**config.mk**
```make
export PLATFORM = sky130hd
export DESIGN_NAME = lrsa_place
export DESIGN_NICKNAME = d
export VERILOG_FILES = /design/src/rtl/core/lrsa_pkg.sv /design/src/rtl/core/lrsa_place.sv
export SDC_FILE = /design/constraint.sdc
export NUM_CORES = 1
export LEC_CHECK = 0
export ABC_AREA = 1
export CAP_MARGIN = 20
export CORE_ASPECT_RATIO = 1.5
export CORE_UTILIZATION = 45
export DETAILED_ROUTE_END_ITERATION = 8
export DONT_BUFFER_PORTS = 1
export GPL_TIMING_DRIVEN = 0
export PLACE_DENSITY = 0.7
export SLEW_MARGIN = 20
export SYNTH_ARGS = -nofsm -noshare
export SYNTH_HDL_FRONTEND = slang
export SYNTH_SLANG_ARGS = --single-unit
```
**constraint.sdc**
```tcl
create_clock -name vclk -period 9.1
set_clock_uncertainty 0.05 [all_clocks]
set_input_delay 0.91 -clock vclk [all_inputs]
set_output_delay 0.91 -clock vclk [all_outputs]
set_load 0.005 [all_outputs]
```
**src/rtl/core/lrsa_pkg.sv**
```systemverilog
// ---------------------------------------------------------------------------
// lrsa_pkg: shared types and constants of the log record slot allocator
// Payload structs, cursor state, register indexes and the derived
// page geometry used by the allocator core.
// ---------------------------------------------------------------------------
`default_nettype none

package lrsa_pkg;

	// record layout constants
	localparam int unsigned FIRST_SLOT   = 'h40;
	localparam int unsigned HDR_LEN      = 'h30;
	localparam int unsigned PAYLOAD_BASE = 'h50;
	localparam int unsigned SEQ_BASE     = 67;

	// register reset values
	localparam logic [3:0]  PAGE_SHIFT_RST = 4'd12;
	localparam logic [15:0] PAGE_COUNT_RST = 16'd1024;
	localparam logic [3:0]  PAGE_SHIFT_MIN = 4'd9;
	localparam logic [15:0] PAGE_COUNT_MIN = 16'd4;

	// cursor reset values
	localparam logic [15:0] CURSOR_PAGE_RST = 16'd2;
	localparam logic [15:0] CURSOR_OFF_RST  = 16'd64;
	localparam logic [63:0] SEQ_RST         = 64'd1;

	// configuration port
	localparam int unsigned CFG_INDEX_W = 1;
	localparam int unsigned CFG_DATA_W  = 16;

	typedef enum logic [CFG_INDEX_W-1:0] {
		REG_PAGE_SHIFT = 1'b0,
		REG_PAGE_COUNT = 1'b1
	} reg_index_t;

	// status codes
	typedef enum logic {
		ST_PLACED   = 1'b0,
		ST_LOG_FULL = 1'b1
	} status_t;

	typedef struct packed {
		logic [15:0] redo_length;
		logic [15:0] undo_length;
	} req_t;

	typedef struct packed {
		status_t     status;
		logic [63:0] lsn;
		logic [31:0] record_offset;
		logic [17:0] client_data_length;
		logic [16:0] undo_start;
		logic [17:0] total_length;
		logic        wrapped;
	} rsp_t;

	// effective page geometry after clamping to the minimums
	typedef struct packed {
		logic [3:0]  shift;
		logic [15:0] count;
		logic [4:0]  obits;
	} cfg_t;

	typedef struct packed {
		logic [15:0] page;
		logic [15:0] off;
		logic [63:0] seq;
	} state_t;

	// record geometry for one request
	typedef struct packed {
		logic [16:0] uoff;
		logic [17:0] cdl;
		logic [17:0] total;
		logic        full;
	} geom_t;

	// placement result for one accepted record
	typedef struct packed {
		logic [63:0] lsn;
		logic [31:0] byte_off;
		logic        wrapped;
	} place_t;

	// clamp the registers and work out the offset bit count of the LSN
	function automatic cfg_t derive_cfg(logic [3:0] shift_raw, logic [15:0] count_raw);
		cfg_t        c;
		logic [4:0]  bl;
		bl = 5'd0;
		c.shift = (shift_raw < PAGE_SHIFT_MIN) ? PAGE_SHIFT_MIN : shift_raw;
		c.count = (count_raw < PAGE_COUNT_MIN) ? PAGE_COUNT_MIN : count_raw;
		for (int i = 0; i < 16; i++) begin
			if (c.count[i]) begin
				bl = 5'(i + 1);
			end
		end
		// bit length of the image size is bl + shift; offset bits are that minus 3
		c.obits = 5'(bl + {1'b0, c.shift} - 5'd3);
		return c;
	endfunction

endpackage

`default_nettype wire

```
**src/rtl/core/lrsa_place.sv**
```systemverilog
// ---------------------------------------------------------------------------
// lrsa_place: cursor placement and LSN
// Moves the cursor to the next page or wraps it when the record does not
// fit, then forms the byte offset, the LSN and the next cursor.
// ---------------------------------------------------------------------------
`default_nettype none

module lrsa_place (
	input  wire lrsa_pkg::cfg_t   cfg,
	input  wire lrsa_pkg::state_t cur,
	input  wire [17:0]            total,
	output lrsa_pkg::state_t      nxt,
	output lrsa_pkg::place_t      place
);

	logic [18:0] end_off;
	logic [18:0] psize;
	logic [16:0] page_inc;
	logic        move;
	logic        wrap;
	logic [15:0] new_page;
	logic [15:0] new_off;
	logic [18:0] next_end;
	logic [31:0] byte_off;
	logic [63:0] seq_new;
	logic [63:0] mask;

	assign psize   = 19'd1 << cfg.shift;
	assign end_off = {3'b000, cur.off} + {1'b0, total};

	// stale page or no room left: go to the next page, wrap past the image end
	assign move     = (cur.page >= cfg.count) || (end_off > psize);
	assign page_inc = {1'b0, cur.page} + 17'd1;
	assign wrap     = move && (page_inc >= {1'b0, cfg.count});

	always_comb begin
		priority if (wrap) begin
			new_page = lrsa_pkg::CURSOR_PAGE_RST;
		end else if (move) begin
			new_page = page_inc[15:0];
		end else begin
			new_page = cur.page;
		end
	end

	assign new_off  = move ? 16'(lrsa_pkg::FIRST_SLOT) : cur.off;
	assign next_end = {3'b000, new_off} + {1'b0, total};

	// image byte offset and LSN
	assign byte_off = ({16'd0, new_page} << cfg.shift) + {16'd0, new_off};
	assign seq_new  = cur.seq + {63'd0, wrap};
	assign mask     = (64'd1 << cfg.obits) - 64'd1;

	always_comb begin
		place.lsn      = (seq_new << cfg.obits) | ({35'd0, byte_off[31:3]} & mask);
		place.byte_off = byte_off;
		place.wrapped  = wrap;
		nxt.page       = new_page;
		nxt.off        = next_end[15:0];
		nxt.seq        = seq_new;
	end

endmodule

`default_nettype wire

```
==> reports/results.txt <==
Data arrival time at the worst-slack endpoint - 7.77 ns
GP Congestion - 1.10
Post-Synthesis Net Count - 2,489
Maximum Capacitance Violations - 0
Worst setup SP type - primary input
Die area - 26,700 um^2
Number of ports placed on the die boundary - 332
Pin count of the biggest net entering global routing - 20
Number of global-route vias before repair - 16.0k
Final critical path time including I/O delays and setup - 8.73 ns
Post-synthesis sequential area ratio - 0%
Achievable clock frequency - 115 MHz
Number of instances in the synthesized netlist - 2,248
Count of nets after finishing - 2,494
Synth warnings - 0
TritonRoute pass-1 iters - 6
Post-placement worst setup slack - -0.607 ns
Max Transition Viols Final - 0
Maximum net fanout on the critical path - 10
Routed via count divided by cell count - 6.22
Pin slew with the least headroom to its limit - 1.25 ns
Sequential cell count - 0
Vias - 16.1k
Wire length of the first global-routing pass - 89,600 um
Worst hold slack after final layout - 1.86 ns
Detailed Place HPWL - 54,100 um
Final hold vios - 0
Synth top area share - 19.0%
Total Routing Usage GR - 44.9%
Number of DRC violations after detailed-routing iteration 0 - 1,107
Count of distinct cell types in the synthesized netlist - 58
Antenna viol nets, final - 0
Post-place instance area - 12,100 um^2
Mean Syn Cell Area - 5.21 um^2
Quantity of hold-fixing buffers added after cts - 0
Initial Util - 45.6%
Cell type with the largest total area after synthesis - sky130_fd_sc_hd__nand2_1
Outcome - complete, no violations
Gr ovfl total - 0
Post-layout worst setup margin - 0.367 ns
Num rows - 72
Residual DRC count - 0
Ranking of synthesized cells by area - sky130_fd_sc_hd__nand2_1, sky130_fd_sc_hd__nand3_1, sky130_fd_sc_hd__ha_1, sky130_fd_sc_hd__inv_1, sky130_fd_sc_hd__o21ai_0
Number of fillers in the final layout - 3,026
Share of the clock period used by the worst path after layout - 96.0%
Combined flip-flop and latch cell area - 0 um^2
Type of the tightest min-delay check - primary input to primary output
WL/cell - 24.0 um
Slowest cell on the critical path - sky130_fd_sc_hd__mux2i_2
Total of clock buffers placed in the layout - 0
Most common cell on crit path - sky130_fd_sc_hd__nand2_1
Detailed-route wire length - 62,000 um
Horizontal die dimension - 134 um
Multi-input gate area in the final layout - 10,400 um^2
CORE AREA - 25,700 um^2
Critical Path Max Stage Delay - 0.58 ns
Layout area overhead - 4.80%
Number of port buffers - 0
Design area - 12,300 um^2
Combined area of all synthesized cells - 11,700 um^2
Vert. Die Dim - 200 um
Initial antenna violation count - 1
Data required time at the worst endpoint - 8.14 ns
Setup-failing EPs final - 0
Headroom to the max-slew limit - 15.6%
Layout cells sized above 1 - 5.06%
Kind of capture point of the worst setup path - primary output
CP Class - primary input to primary output
[worst max-delay path: cells and delay by family]
kind	cells	cell delay (ns)
AND/OR/NAND/NOR	22	3.11
adder cells (fa/ha/maj)	4	1.20
AO/OA/AOI/OAI	5	1.02
multiplexers	2	0.74
XOR/XNOR	2	0.48
buffers and inverters	2	0.33
[cells in the mapped netlist, drive strengths merged, types with 2 or more instances]
library cell  instances
a211oi                4
a21o                  4
a21oi                71
a22oi                 3
a31oi                 8
a32o                  3
and2                  6
and3                  3
buf                  43
clkbuf               43
clkinv                4
fa                    3
ha                   99
inv                 270
mux2i                18
nand2               602
nand3               364
nand3b                9
nand4                68
nor2                205
nor3                 57
nor4                 23
o211ai               25
o21a                  2
o21ai               172
o21bai                7
o221ai                5
o22ai                 3
or2                  18
or4                   2
xnor2                21
xor2                 76
[layer usage]
| layer | vias to the layer above | wire length, um | global-route usage, % |
|---|---|---|---|
| met2 | 884 | 29900 | 81.2 |
| met1 | 7244 | 18400 | 36.1 |
| li1 | 7583 | - | - |
| met3 | 368 | 5440 | 13.0 |
| met5 | - | 12 | 0.383 |
| met4 | 2 | 8270 | 52.2 |
[final cells by class]
cell class                 count  share of cell area, %
tap                          333                   3.39
buffer                        85                   2.90
antenna                        1                 0.0204
timing repair buffer           4                  0.245
multi-input combinational   1888                   85.0
inverter                     274                   8.39
[kinds of logic after synthesis]
kind of cell	synth area share, %
simple gates	53.3
fa+ha+maj	11.1
xor+xnor	7.25
compound gates	15.0
mux	1.54
buf+inv	11.8
[repair_timing]
item,in CTS,in global routing
gates resized for setup,10,31
pin swaps,0,3
setup endpoints to repair,61,72
setup buffers,1,2
[cells in the final DEF, fill, tap and decap left out, drive strengths merged, types with 2 or more instances in the layout]
| cell | Yosys | routed |
|---|---|---|
| a211oi | 4 | 4 |
| a21o | 4 | 4 |
| a21oi | 71 | 71 |
| a22oi | 3 | 3 |
| a31oi | 8 | 8 |
| a32o | 3 | 3 |
| and2 | 6 | 6 |
| and3 | 3 | 3 |
| buf | 43 | 45 |
| clkbuf | 43 | 44 |
| clkinv | 4 | 4 |
| fa | 3 | 3 |
| ha | 99 | 99 |
| inv | 270 | 270 |
| mux2i | 18 | 18 |
| nand2 | 602 | 602 |
| nand3 | 364 | 364 |
| nand3b | 9 | 9 |
| nand4 | 68 | 68 |
| nor2 | 205 | 205 |
| nor3 | 57 | 57 |
| nor4 | 23 | 23 |
| o211ai | 25 | 25 |
| o21a | 2 | 2 |
| o21ai | 172 | 172 |
| o21bai | 7 | 7 |
| o221ai | 5 | 5 |
| o22ai | 3 | 3 |
| or2 | 18 | 18 |
| or4 | 2 | 2 |
| xnor2 | 21 | 21 |
| xor2 | 76 | 76 |
[path summary, 6_finish.rpt]
kind | startpoint | end | cells past startpoint
setup / recovery | cur[64] | place[61] | 37
hold / removal | cur[63] | nxt[63] | 1
[per-stage QoR]
stage | util, % | cells | setup TNS, ns
final | 47.8 | 2585 | 0
after floorplan | - | 2248 | 0
after global placement | 47.3 | 2581 | -14.26
after global routing | 47.8 | 2584 | -0.0306
after CTS | 47.4 | 2581 | 0
after detailed placement | 47.3 | 2581 | -15.28
