--- config.mk ---
export PLATFORM = sky130hd
export DESIGN_NAME = lrsa_geometry
export DESIGN_NICKNAME = d
export VERILOG_FILES = /design/src/rtl/core/lrsa_pkg.sv /design/src/rtl/core/lrsa_geometry.sv
export SDC_FILE = /design/constraint.sdc
export NUM_CORES = 1
export LEC_CHECK = 0
export ABC_CLOCK_PERIOD_IN_PS = 13500
export BUFFER_PORTS_ARGS = -buffer_cell sky130_fd_sc_hd__buf_2
export CORE_ASPECT_RATIO = 2
export CORE_MARGIN = 2
export CORE_UTILIZATION = 52
export DETAILED_ROUTE_END_ITERATION = 7
export PLACE_DENSITY = 0.95
export SLEW_MARGIN = 30
export SYNTH_ARGS = -nofsm -noshare
export SYNTH_HDL_FRONTEND = slang
export SYNTH_SLANG_ARGS = --single-unit
--- constraint.sdc ---
create_clock -name vclk -period 13.5
set_clock_uncertainty 0.05 [all_clocks]
set_input_delay 1.35 -clock vclk [all_inputs]
set_output_delay 1.35 -clock vclk [all_outputs]
set_load 0.005 [all_outputs]
--- src/rtl/core/lrsa_pkg.sv ---
// ---------------------------------------------------------------------------
// lrsa_pkg: shared types and constants of the log record slot allocator
// Payload structs, cursor state, register indexes and the derived
// page geometry used by the allocator core.
// ---------------------------------------------------------------------------
`default_nettype none

package lrsa_pkg;

	// record layout constants
	localparam int unsigned FIRST_SLOT   = 'h40;
	localparam int unsigned HDR_LEN      = 'h30;
	localparam int unsigned PAYLOAD_BASE = 'h50;
	localparam int unsigned SEQ_BASE     = 67;

	// register reset values
	localparam logic [3:0]  PAGE_SHIFT_RST = 4'd12;
	localparam logic [15:0] PAGE_COUNT_RST = 16'd1024;
	localparam logic [3:0]  PAGE_SHIFT_MIN = 4'd9;
	localparam logic [15:0] PAGE_COUNT_MIN = 16'd4;

	// cursor reset values
	localparam logic [15:0] CURSOR_PAGE_RST = 16'd2;
	localparam logic [15:0] CURSOR_OFF_RST  = 16'd64;
	localparam logic [63:0] SEQ_RST         = 64'd1;

	// configuration port
	localparam int unsigned CFG_INDEX_W = 1;
	localparam int unsigned CFG_DATA_W  = 16;

	typedef enum logic [CFG_INDEX_W-1:0] {
		REG_PAGE_SHIFT = 1'b0,
		REG_PAGE_COUNT = 1'b1
	} reg_index_t;

	// status codes
	typedef enum logic {
		ST_PLACED   = 1'b0,
		ST_LOG_FULL = 1'b1
	} status_t;

	typedef struct packed {
		logic [15:0] redo_length;
		logic [15:0] undo_length;
	} req_t;

	typedef struct packed {
		status_t     status;
		logic [63:0] lsn;
		logic [31:0] record_offset;
		logic [17:0] client_data_length;
		logic [16:0] undo_start;
		logic [17:0] total_length;
		logic        wrapped;
	} rsp_t;

	// effective page geometry after clamping to the minimums
	typedef struct packed {
		logic [3:0]  shift;
		logic [15:0] count;
		logic [4:0]  obits;
	} cfg_t;

	typedef struct packed {
		logic [15:0] page;
		logic [15:0] off;
		logic [63:0] seq;
	} state_t;

	// record geometry for one request
	typedef struct packed {
		logic [16:0] uoff;
		logic [17:0] cdl;
		logic [17:0] total;
		logic        full;
	} geom_t;

	// placement result for one accepted record
	typedef struct packed {
		logic [63:0] lsn;
		logic [31:0] byte_off;
		logic        wrapped;
	} place_t;

	// clamp the registers and work out the offset bit count of the LSN
	function automatic cfg_t derive_cfg(logic [3:0] shift_raw, logic [15:0] count_raw);
		cfg_t        c;
		logic [4:0]  bl;
		bl = 5'd0;
		c.shift = (shift_raw < PAGE_SHIFT_MIN) ? PAGE_SHIFT_MIN : shift_raw;
		c.count = (count_raw < PAGE_COUNT_MIN) ? PAGE_COUNT_MIN : count_raw;
		for (int i = 0; i < 16; i++) begin
			if (c.count[i]) begin
				bl = 5'(i + 1);
			end
		end
		// bit length of the image size is bl + shift; offset bits are that minus 3
		c.obits = 5'(bl + {1'b0, c.shift} - 5'd3);
		return c;
	endfunction

endpackage

`default_nettype wire

--- src/rtl/core/lrsa_geometry.sv ---
// ---------------------------------------------------------------------------
// lrsa_geometry: record geometry of one request
// Undo offset, client data length, aligned total length and the
// larger-than-a-page check.
// ---------------------------------------------------------------------------
`default_nettype none

module lrsa_geometry (
	input  wire lrsa_pkg::req_t  req,
	input  wire lrsa_pkg::cfg_t  cfg,
	output lrsa_pkg::geom_t      geom
);

	logic [16:0] uoff_sum;
	logic [17:0] cdl;
	logic [17:0] total_sum;
	logic [18:0] psize;
	logic [18:0] limit;

	// undo offset: align8(0x50 + redo)
	assign uoff_sum = {1'b0, req.redo_length} + 17'(lrsa_pkg::PAYLOAD_BASE + 7);

	// client data: undo offset past the header, plus undo bytes
	assign cdl = {1'b0, uoff_sum[16:3], 3'b000} - 18'(lrsa_pkg::HDR_LEN)
		+ {2'b00, req.undo_length};

	// total: align8(header + client data)
	assign total_sum = cdl + 18'(lrsa_pkg::HDR_LEN + 7);

	// largest record that fits behind the page header
	assign psize = 19'd1 << cfg.shift;
	assign limit = psize - 19'(lrsa_pkg::FIRST_SLOT);

	always_comb begin
		geom.uoff  = {uoff_sum[16:3], 3'b000};
		geom.cdl   = cdl;
		geom.total = {total_sum[17:3], 3'b000};
		geom.full  = {1'b0, total_sum[17:3], 3'b000} > limit;
	end

endmodule

`default_nettype wire

==> impl_metrics.prom, run 1 <==
# TYPE chip_impl_metric gauge
chip_impl_info{name="outcome",value="completed"} 1
chip_impl_metric{name="layout-area-overhead-vs-synth",unit="%"} 20.2
chip_impl_metric{name="io_pins",unit=""} 111
chip_impl_metric{name="cts_hold_repair.buffers",unit=""} 0
chip_impl_info{name="end_kind",value="output pin"} 1
chip_impl_info{name="grt_setup_unrepaired",value="false"} 1
chip_impl_metric{name="ctsResizeCount",unit=""} 0
chip_impl_metric{name="fp.coreArea",unit="um2"} 3840
chip_impl_metric{name="routabilityCongestion",unit=""} 0.870
chip_impl_metric{name="cell_area_after_layout",unit="um2"} 2480
chip_impl_metric{name="multiInputGateArea",unit="um2"} 1790
chip_impl_metric{name="starting_density_of_the_core",unit="%"} 53.7
chip_impl_metric{name="drt-vias-per-instance",unit=""} 5.39
chip_impl_metric{name="vdd.ir_drop.worst",unit="V"} 0.0000586
chip_impl_metric{name="p_per_area",unit="nW/um2"} 99.0
chip_impl_metric{name="via_count_of_the_first_global_routing_pass",unit=""} 2168
chip_impl_metric{name="setup-violations-final",unit=""} 0
chip_impl_metric{name="maxCapViolations",unit=""} 0
chip_impl_metric{name="critical_path_peak_fanout",unit=""} 8
chip_impl_metric{name="fin_crit_sh",unit="%"} 54.7
chip_impl_metric{name="firstDrtPassIters",unit=""} 5
chip_impl_metric{name="synthesized_netlist_cell_count",unit=""} 296
chip_impl_metric{name="grt_use_total",unit="%"} 21.9
chip_impl_metric{name="finalNetCount",unit=""} 474
chip_impl_info{name="worstSetupStartpointType",value="input port"} 1
chip_impl_metric{name="final-max-slew-violation-count",unit=""} 0
chip_impl_metric{name="global_route_wire_length_before_repair",unit="um"} 8430
chip_impl_metric{name="final-seq-area",unit="um2"} 0
chip_impl_metric{name="numPlacedInstances",unit=""} 423
chip_impl_metric{name="total_power",unit="uW"} 246
chip_impl_metric{name="layoutNonFillerInstCount",unit=""} 423
chip_impl_info{name="whs_endpoint",value="geom[20]"} 1
chip_impl_metric{name="timing.hold.worst_path_depth",unit=""} 2
chip_impl_metric{name="iter_0_drt_violations",unit=""} 50
chip_impl_metric{name="timing.critical_path.required",unit="ps"} 12100
chip_impl_metric{name="post-route-worst-setup-slack",unit="ps"} 6120
chip_impl_metric{name="yosys.cell_types.count",unit=""} 49
chip_impl_metric{name="route.antenna.remaining_nets",unit=""} 0
chip_impl_metric{name="pre_cts_slack",unit="ps"} 6130
chip_impl_metric{name="die_outline_area",unit="um2"} 4520
chip_impl_metric{name="grt_antenna_before_repair",unit=""} 0
chip_impl_metric{name="hold_viol",unit=""} 0
chip_impl_metric{name="buffer_ports.inserted",unit=""} 84
chip_impl_info{name="hold_path_class",value="input port to output pin"} 1
chip_impl_metric{name="max_freq",unit="MHz"} 136
chip_impl_metric{name="placement.cell_area",unit="um2"} 2480
chip_impl_info{name="timing_worst_setup_path_type",value="input port to output pin"} 1
chip_impl_metric{name="layout.sequential_cells",unit=""} 0
chip_impl_metric{name="data_arrival_critical_path",unit="ps"} 5980
chip_impl_metric{name="layout_min_cycle_time",unit="ps"} 7380
chip_impl_metric{name="dp_hpwl",unit="um"} 4490
chip_impl_metric{name="via_count",unit=""} 2279
chip_impl_metric{name="power.leakage",unit="nW"} 1.42
chip_impl_metric{name="synthesis.yosys.warnings",unit=""} 0
chip_impl_metric{name="grt-ovfl-total",unit=""} 0
chip_impl_metric{name="clock_buffer_count",unit=""} 0
chip_impl_metric{name="post_route_cells_drive_above_1_share",unit="%"} 25.0
chip_impl_metric{name="post-route-drc-count",unit=""} 0
chip_impl_metric{name="grt_max_degree",unit=""} 14
chip_impl_metric{name="synth_area_per_cell",unit="um2"} 6.97
chip_impl_metric{name="filler_cells_inserted",unit=""} 373
chip_impl_metric{name="die_h",unit="um"} 93.1
chip_impl_metric{name="diodes",unit=""} 0
chip_impl_metric{name="setup_tns",unit="ps"} 0
chip_impl_metric{name="detail_route.wl_per_cell",unit="um"} 11.9
chip_impl_metric{name="chipWidth",unit="um"} 48.6
chip_impl_info{name="worstHoldStart",value="req[1]"} 1
chip_impl_metric{name="rows",unit=""} 32
chip_impl_metric{name="post_cts_buffers",unit=""} 0
chip_impl_metric{name="yosysSeqAreaShare",unit="%"} 0
chip_impl_metric{name="netlist_area",unit="um2"} 2060
chip_impl_metric{name="route.final.wire_length",unit="um"} 5010
[critical path: stages]
cell                       delay (ps)
sky130_fd_sc_hd__buf_2            100
sky130_fd_sc_hd__o31a_1           340
sky130_fd_sc_hd__o21a_1           260
sky130_fd_sc_hd__o21a_1           250
sky130_fd_sc_hd__nand3_1          130
sky130_fd_sc_hd__xnor2_1           90
sky130_fd_sc_hd__ha_1             280
sky130_fd_sc_hd__inv_1             40
sky130_fd_sc_hd__ha_1             390
sky130_fd_sc_hd__a21oi_2          280
sky130_fd_sc_hd__o211ai_2         170
sky130_fd_sc_hd__a221o_1          400
sky130_fd_sc_hd__a211oi_2         170
sky130_fd_sc_hd__and4b_2          310
sky130_fd_sc_hd__xor2_1           230
sky130_fd_sc_hd__ha_1             280
sky130_fd_sc_hd__and4_1           220
sky130_fd_sc_hd__a221oi_1         290
sky130_fd_sc_hd__o21ai_0          100
sky130_fd_sc_hd__and3_1           180
sky130_fd_sc_hd__buf_2            120
[where the power goes]
part / switching (mW) / internal (mW) / total (mW)
combinational: 0.135 / 0.111 / 0.246
clock: 0 / 0 / 0
sequential: 0 / 0 / 0
[logic make-up (layout without fill, tap and decap cells)]
| logic type | count (synthesis) | in the layout | synth area share (%) |
|---|---|---|---|
| fa+ha+maj | 43 | 43 | 26.4 |
| mux | 1 | 1 | 0.485 |
| other cells | 1 | 6 | 0.182 |
| compound gates | 71 | 71 | 24.1 |
| buf+inv | 67 | 138 | 14.0 |
| xor+xnor | 35 | 35 | 15.2 |
| simple gates | 78 | 78 | 19.6 |
[layout by cell type (no fill, tap or decap), types with 3 or more instances in the layout]
master and instances:
sky130_fd_sc_hd__ha_1 42, sky130_fd_sc_hd__a21oi_1 20, sky130_fd_sc_hd__xor2_1 10, sky130_fd_sc_hd__nor2_1 19, sky130_fd_sc_hd__nand2b_1 7, sky130_fd_sc_hd__nand3_1 8, sky130_fd_sc_hd__a31oi_1 3, sky130_fd_sc_hd__nor2b_1 3
sky130_fd_sc_hd__nand4_1 6, sky130_fd_sc_hd__o21a_1 3, sky130_fd_sc_hd__a21o_1 14, sky130_fd_sc_hd__conb_1 6, sky130_fd_sc_hd__buf_2 84, sky130_fd_sc_hd__inv_1 54, sky130_fd_sc_hd__nor3_1 5, sky130_fd_sc_hd__o21ai_0 10
sky130_fd_sc_hd__xnor2_1 24, sky130_fd_sc_hd__nand2_1 16
[per-stage QoR]
| step | utilization (%) | hold WS [ps] |
|---|---|---|
| 6_report | 64.6 | 2850 |
| 3_5_place_dp | 64.6 | 2850 |
| 2_1_floorplan | - | 2710 |
| 3_3_place_gp | 64.6 | 2850 |
| 5_1_grt | 64.6 | 2860 |
| 4_1_cts | 64.6 | 2850 |
[Yosys cell counts (5+ instances only)]
cell                        n  share of area [%]
sky130_fd_sc_hd__buf_4     10                3.6
sky130_fd_sc_hd__nand2_1   16                2.9
sky130_fd_sc_hd__a21oi_1   20                4.8
sky130_fd_sc_hd__nand2b_1   7                2.1
sky130_fd_sc_hd__a21o_1    14                5.1
sky130_fd_sc_hd__inv_1     54                9.8
sky130_fd_sc_hd__nor3_1     5                1.2
sky130_fd_sc_hd__xor2_1    10                4.2
sky130_fd_sc_hd__ha_1      42                 25
sky130_fd_sc_hd__nand4_1    6                1.8
sky130_fd_sc_hd__o21ai_0   10                2.4
sky130_fd_sc_hd__xnor2_1   24                 10
sky130_fd_sc_hd__nor2_1    19                3.5
sky130_fd_sc_hd__nand3_1    8                1.9
[worst max-delay path by stage]
stage                       start  endpoint  cells past startpoint
final                     req[18]   geom[0]                     21
after floorplan           req[18]   geom[0]                     21
after global placement    req[18]   geom[0]                     21
after CTS                 req[18]   geom[0]                     20
after global routing      req[18]   geom[0]                     21
after detailed placement  req[18]   geom[0]                     20
[cell type report]
cell class / count / area share, %
multi-input combinational: 234 / 72.3
tap: 51 / 2.57
timing repair buffer: 84 / 16.9
inverter: 54 / 8.17
[metal layers]
layer / wire length [um] / share of wire (%) / vias to the layer above / global-route usage (%)
li1: - / - / 1159 / -
met1: 1710 / 34 / 1039 / 20.4
met2: 3040 / 61 / 73 / 49.1
met3: 172 / 3.4 / 8 / 0.639
met4: 86 / 1.7 / 0 / 5.48
met5: 0 / 0 / - / 0
Note: power is estimated with default switching activity, not from simulation.
==> run 2, diff against run 1 <==
ABC_AREA = 1   (was not set)
ABC_CLOCK_PERIOD_IN_PS = 6650   (was 13500)
CORE_UTILIZATION = 46   (was 52)
PLACE_DENSITY = 0.92   (was 0.95)
clock period = 6.65 ns   (was 13.5 ns; I/O delays follow)
==> run 2 against run 1 <==
  * Wire length grew 17%
  * First-iteration DRC count is 140% higher
  * Via count rose by 30%
  * Flip-flop and latch count is the same
  * Synthesized area increased by 21%
  * Combinational power increased by 98%
  * Critical endpoint unchanged
==> impl_metrics.prom, run 2 <==
# TYPE chip_impl_metric gauge
chip_impl_metric{name="critical_path_peak_fanout",unit=""} 6
chip_impl_metric{name="grt_use_total",unit="%"} 19.6
chip_impl_metric{name="filler_cells_inserted",unit=""} 577
chip_impl_info{name="timing_worst_setup_path_type",value="input port to output pin"} 1
chip_impl_metric{name="hold_viol",unit=""} 0
chip_impl_metric{name="chipWidth",unit="um"} 56.2
chip_impl_metric{name="via_count_of_the_first_global_routing_pass",unit=""} 2741
chip_impl_metric{name="setup_tns",unit="ps"} 0
chip_impl_info{name="synth_common_cells",value="sky130_fd_sc_hd__nand2_1, sky130_fd_sc_hd__inv_1, sky130_fd_sc_hd__nor2_1"} 1
chip_impl_info{name="final_cell_mix",value="sky130_fd_sc_hd__nand2_1, sky130_fd_sc_hd__inv_1, sky130_fd_sc_hd__buf_2"} 1
chip_impl_info{name="synth_largest_area_cell",value="sky130_fd_sc_hd__nand2_1"} 1
chip_impl_metric{name="yosysSeqAreaShare",unit="%"} 0
chip_impl_metric{name="layout_min_cycle_time",unit="ps"} 5480
chip_impl_metric{name="final-seq-area",unit="um2"} 0
chip_impl_metric{name="numPlacedInstances",unit=""} 626
chip_impl_metric{name="clkPwrFrac",unit="%"} 0
chip_impl_metric{name="global_route_wire_length_before_repair",unit="um"} 10500
chip_impl_metric{name="iter_0_drt_violations",unit=""} 121
chip_impl_metric{name="diodes",unit=""} 0
chip_impl_metric{name="grt_max_degree",unit=""} 8
chip_impl_metric{name="relative_contribution_of_combinational_cells_to_total_power",unit="%"} 100.0
chip_impl_metric{name="data_arrival_critical_path",unit="ps"} 4760
chip_impl_metric{name="drt-vias-per-instance",unit=""} 4.73
chip_impl_metric{name="dp_hpwl",unit="um"} 5380
chip_impl_metric{name="route.antenna.remaining_nets",unit=""} 0
chip_impl_metric{name="max_freq",unit="MHz"} 183
chip_impl_metric{name="netlist_area",unit="um2"} 2510
chip_impl_metric{name="p_per_area",unit="nW/um2"} 165
chip_impl_metric{name="post-route-drc-count",unit=""} 0
chip_impl_metric{name="layout.sequential_cells",unit=""} 0
chip_impl_metric{name="firstDrtPassIters",unit=""} 4
chip_impl_metric{name="cell_internal_pwr",unit="uW"} 195
chip_impl_metric{name="timing.critical_path.required",unit="ps"} 5930
chip_impl_metric{name="setup-violations-final",unit=""} 0
chip_impl_metric{name="die_h",unit="um"} 108
chip_impl_metric{name="routabilityCongestion",unit=""} 0.870
chip_impl_metric{name="layoutNonFillerInstCount",unit=""} 626
chip_impl_info{name="hold_path_class",value="input port to output pin"} 1
chip_impl_metric{name="die_outline_area",unit="um2"} 6090
chip_impl_info{name="end_kind",value="output pin"} 1
chip_impl_metric{name="via_count",unit=""} 2963
chip_impl_metric{name="power.leakage",unit="nW"} 2.06
chip_impl_metric{name="starting_density_of_the_core",unit="%"} 47.1
chip_impl_metric{name="synthesis.yosys.warnings",unit=""} 0
chip_impl_metric{name="critical-path-max-stage-delay",unit="ps"} 380
chip_impl_metric{name="route.final.wire_length",unit="um"} 5890
chip_impl_info{name="grt_setup_unrepaired",value="false"} 1
chip_impl_info{name="netlist_top_cells_area",value="sky130_fd_sc_hd__nand2_1, sky130_fd_sc_hd__ha_1, sky130_fd_sc_hd__inv_1"} 1
chip_impl_info{name="worstSetupStartpointType",value="input port"} 1
chip_impl_metric{name="detail_route.wl_per_cell",unit="um"} 9.40
chip_impl_metric{name="vdd.ir_drop.worst",unit="V"} 0.000153
chip_impl_info{name="most_frequently_used_cell_type_in_the_post_synthesis_netlist",value="sky130_fd_sc_hd__nand2_1"} 1
chip_impl_metric{name="synth_largest_type_area_fraction",unit="%"} 23.1
chip_impl_metric{name="synth_area_per_cell",unit="um2"} 5.15
chip_impl_metric{name="yosys.cell_types.count",unit=""} 28
chip_impl_metric{name="clock_buffer_count",unit=""} 0
chip_impl_metric{name="io_pins",unit=""} 111
chip_impl_metric{name="maxCapViolations",unit=""} 0
chip_impl_metric{name="final-max-slew-violation-count",unit=""} 0
chip_impl_metric{name="buffer_ports.inserted",unit=""} 84
chip_impl_info{name="outcome",value="completed"} 1
chip_impl_metric{name="grt_antenna_before_repair",unit=""} 0
chip_impl_metric{name="synthesized_netlist_cell_count",unit=""} 487
chip_impl_metric{name="swShare",unit="%"} 60.0
chip_impl_info{name="critical_path.most_common_cell",value="sky130_fd_sc_hd__nand2_1"} 1
chip_impl_metric{name="fin_crit_sh",unit="%"} 82.4
chip_impl_metric{name="finalNetCount",unit=""} 668
chip_impl_metric{name="grt-ovfl-total",unit=""} 0
chip_impl_metric{name="fp.coreArea",unit="um2"} 5330
chip_impl_metric{name="ctsResizeCount",unit=""} 0
chip_impl_info{name="timing.critical_path.slowest_stage_cell",value="sky130_fd_sc_hd__ha_1"} 1
chip_impl_metric{name="p_seq_share",unit="%"} 0
chip_impl_metric{name="cts_hold_repair.buffers",unit=""} 0
chip_impl_metric{name="post_cts_buffers",unit=""} 0
chip_impl_info{name="layout_commonest_cell",value="sky130_fd_sc_hd__nand2_1"} 1
chip_impl_metric{name="layout-area-overhead-vs-synth",unit="%"} 17.4
chip_impl_metric{name="post_route_cells_drive_above_1_share",unit="%"} 16.6
chip_impl_metric{name="rows",unit=""} 38
chip_impl_metric{name="switching_power",unit="uW"} 292
[run 2: cell types whose count changed after synthesis, moves of 3 or more]
cell and delta:
sky130_fd_sc_hd__a21o_1 -13, sky130_fd_sc_hd__a21oi_1 -3, sky130_fd_sc_hd__clkbuf_1 -3, sky130_fd_sc_hd__inv_1 +81, sky130_fd_sc_hd__nand2_1 +138, sky130_fd_sc_hd__nand2_2 +3
sky130_fd_sc_hd__nand2b_1 -7, sky130_fd_sc_hd__nand3_1 +25, sky130_fd_sc_hd__nor2_1 +26, sky130_fd_sc_hd__nor2b_1 -3, sky130_fd_sc_hd__o21a_1 -3, sky130_fd_sc_hd__xnor2_1 -20
[run 2: per-layer routing]
layer  track usage [%]  vias up  part of all wire, %
li1                  -     1613                    -
met1              22.3     1271                   43
met2              40.3       72                   52
met3             0.957        7                  4.9
met4              1.70        0                 0.58
met5                 0        -                    0
[run 2: cell type report]
type,count,area (um2),share of cell area (%)
Inverter,135,507,17.2
Timing Repair Buffer,84,420,14.3
Multi-Input combinational cell,347,1940,65.9
Tap cell,60,75.1,2.55
[run 2: worst max-delay path, delay by kind of cell]
| kind | cells | cell delay, ps |
|---|---|---|
| fa+ha+maj | 3 | 960 |
| simple gates | 25 | 2510 |
| buf+inv | 7 | 450 |
| compound gates | 1 | 200 |
[run 2: stage by stage]
stage	worst slack (ps)	total power [mW]	instance area (um2)	util [%]	hold slack, ps
floorplan	1850	0.342	2520	-	1350
global placement	1270	0.471	2940	55.2	1460
global route	605	0.560	2940	55.2	1480
detailed placement	1130	0.487	2940	55.2	1470
CTS	1140	0.489	2940	55.2	1470
finish	1170	0.486	2940	55.2	1470
[run 2: path summary, 6_finish.rpt]
check | startpoint | endpoint | slack, ps | depth (start not counted)
setup / recovery | req[18] | geom[0] | 1170 | 36
hold / removal | req[0] | geom[19] | 1470 | 2
[run 2: cells by family (layout without fill, tap and decap cells)]
| kind of cell | count (synthesis) | count (layout) | synth area share [%] |
|---|---|---|---|
| other | 1 | 6 | 0.150 |
| xor gates and xnor gates | 14 | 14 | 5.94 |
| AOI/OAI and AO/OA | 30 | 30 | 6.39 |
| and+or+nand+nor | 254 | 254 | 42.4 |
| adders and majority gates | 43 | 43 | 21.8 |
| buffers and inverters | 145 | 219 | 23.4 |
[run 2: power by group through the flow]
stage	logic, mW	registers [mW]	clock network, mW
2_1_floorplan	0.342	0	0
5_1_grt	0.560	0	0
4_1_cts	0.489	0	0
3_5_place_dp	0.487	0	0
6_report	0.486	0	0
3_3_place_gp	0.471	0	0
==> run 3, diff against run 2 <==
ABC_CLOCK_PERIOD_IN_PS = 5540   (was 6650)
CORE_UTILIZATION = 51   (was 46)
PLACE_DENSITY = 0.95   (was 0.92)
clock period = 5.54 ns   (was 6.65 ns; I/O delays follow)
==> run 3 against run 2 <==
  * Combinational power grew 29%
  * Sequential share of layout area is the same
  * Wire length grew 15%
  * Cell count shrank 0.48%
  * Critical path type unchanged
==> impl_metrics.prom, run 3 (synthesized netlist as in run 2, its figures left out) <==
# TYPE chip_impl_metric gauge
chip_impl_metric{name="hold_viol",unit=""} 0
chip_impl_metric{name="layout.sequential_cells",unit=""} 0
chip_impl_metric{name="post_route_cells_drive_above_1_share",unit="%"} 20.3
chip_impl_metric{name="final-max-slew-violation-count",unit=""} 0
chip_impl_metric{name="io_pins",unit=""} 111
chip_impl_metric{name="grt_antenna_before_repair",unit=""} 0
chip_impl_metric{name="timing.critical_path.required",unit="ps"} 4940
chip_impl_metric{name="die_outline_area",unit="um2"} 5520
chip_impl_info{name="hold_path_class",value="input port to output pin"} 1
chip_impl_info{name="timing_worst_setup_path_type",value="input port to output pin"} 1
chip_impl_metric{name="fin_crit_sh",unit="%"} 92.2
chip_impl_metric{name="finalNetCount",unit=""} 668
chip_impl_metric{name="diodes",unit=""} 0
chip_impl_metric{name="route.final.wire_length",unit="um"} 6760
chip_impl_info{name="worstSetupStartpointType",value="input port"} 1
chip_impl_metric{name="maxCapViolations",unit=""} 0
chip_impl_metric{name="setup-violations-final",unit=""} 0
chip_impl_metric{name="layout_min_cycle_time",unit="ps"} 5110
chip_impl_metric{name="routabilityCongestion",unit=""} 0.859
chip_impl_metric{name="multiInputGateArea",unit="um2"} 2020
chip_impl_metric{name="iter_0_drt_violations",unit=""} 53
chip_impl_metric{name="fp.coreArea",unit="um2"} 4820
chip_impl_metric{name="starting_density_of_the_core",unit="%"} 52.0
chip_impl_metric{name="grt_use_total",unit="%"} 26.4
chip_impl_metric{name="route.antenna.remaining_nets",unit=""} 0
chip_impl_metric{name="via_count",unit=""} 3156
chip_impl_metric{name="post-route-drc-count",unit=""} 0
chip_impl_metric{name="vdd.ir_drop.worst",unit="V"} 0.000106
chip_impl_info{name="final_cell_mix",value="sky130_fd_sc_hd__nand2_1, sky130_fd_sc_hd__inv_1, sky130_fd_sc_hd__buf_2"} 1
chip_impl_metric{name="critical_path_peak_fanout",unit=""} 6
chip_impl_metric{name="data_arrival_critical_path",unit="ps"} 4500
chip_impl_metric{name="dp_hpwl",unit="um"} 5900
chip_impl_info{name="outcome",value="completed"} 1
chip_impl_info{name="critical_path.most_common_cell",value="sky130_fd_sc_hd__nand2_1"} 1
chip_impl_metric{name="drt-vias-per-instance",unit=""} 5.07
chip_impl_metric{name="global_route_wire_length_before_repair",unit="um"} 11600
chip_impl_metric{name="final-seq-area",unit="um2"} 0
chip_impl_metric{name="die_h",unit="um"} 103
chip_impl_metric{name="timing.hold.worst_path_depth",unit=""} 2
chip_impl_metric{name="post_cts_buffers",unit=""} 0
chip_impl_metric{name="chipWidth",unit="um"} 53.6
chip_impl_metric{name="rows",unit=""} 36
chip_impl_info{name="end_kind",value="output pin"} 1
chip_impl_metric{name="grt_max_degree",unit=""} 8
chip_impl_metric{name="layout-area-overhead-vs-synth",unit="%"} 20.5
chip_impl_info{name="timing.critical_path.slowest_stage_cell",value="sky130_fd_sc_hd__fa_1"} 1
chip_impl_metric{name="detail_route.wl_per_cell",unit="um"} 10.8
chip_impl_metric{name="filler_cells_inserted",unit=""} 484
chip_impl_metric{name="max_freq",unit="MHz"} 196
chip_impl_metric{name="grt-ovfl-total",unit=""} 0
chip_impl_metric{name="layoutNonFillerInstCount",unit=""} 623
chip_impl_info{name="layout_commonest_cell",value="sky130_fd_sc_hd__nand2_1"} 1
chip_impl_metric{name="power.leakage",unit="nW"} 2.06
chip_impl_metric{name="total_power",unit="uW"} 626
chip_impl_metric{name="clock_buffer_count",unit=""} 0
chip_impl_metric{name="buffer_ports.inserted",unit=""} 84
chip_impl_metric{name="p_per_area",unit="nW/um2"} 207
chip_impl_metric{name="via_count_of_the_first_global_routing_pass",unit=""} 2990
chip_impl_metric{name="cts_hold_repair.buffers",unit=""} 0
chip_impl_metric{name="critical-path-max-stage-delay",unit="ps"} 470
chip_impl_metric{name="numPlacedInstances",unit=""} 623
chip_impl_metric{name="firstDrtPassIters",unit=""} 5
[run 3: cell counts in the layout (fill, tap and decap cells not counted)]
Identical to the previous run, type by type.
[run 3: routing by layer]
| metal | wire (um) | track usage (%) |
|---|---|---|
| met5 | 0 | 0 |
| met4 | 297 | 11.2 |
| met3 | 289 | 2.32 |
| met2 | 3950 | 54.0 |
| met1 | 2220 | 24.3 |
[run 3: per-stage QoR]
stage               hold slack, ps  worst slack [ps]  util (%)  TNS (ps)  area, um2
finish                        1250               431      62.6         0       3020
global route                  1250             -39.0      62.6     -39.0       3020
CTS                           1250               232      61.0         0       2940
detailed placement            1250               255      61.0         0       2940
global placement              1240               350      61.0         0       2940
floorplan                     1120               960         -         0       2520
[run 3: power by group]
| part | internal, mW | switching [mW] |
|---|---|---|
| Combinational | 0.247 | 0.379 |
| Clock | 0 | 0 |
| Sequential | 0 | 0 |
[run 3: final cells by class]
| class | count | share of cell area, % |
|---|---|---|
| inverters | 135 | 16.8 |
| well taps | 57 | 2.36 |
| multi-input cells | 347 | 66.9 |
| repair buffers | 84 | 13.9 |
[run 3: worst paths after layout]
| check | start | end | slack, ps |
|---|---|---|---|
| max | req[18] | geom[0] | 430 |
| min | req[0] | geom[19] | 1250 |
[run 3: timing repair]
action                     CTS  global route
hold endpoints to repair     0             0
setup endpoints to repair    0             1
resized for setup            0            26
[run 3: worst max-delay path, delay by kind of cell]
family / cells / cell delay (ps)
simple gates: 17 / 1580
fa+ha+maj: 4 / 1270
buf+inv: 8 / 630
xor+xnor: 1 / 290
compound gates: 1 / 170
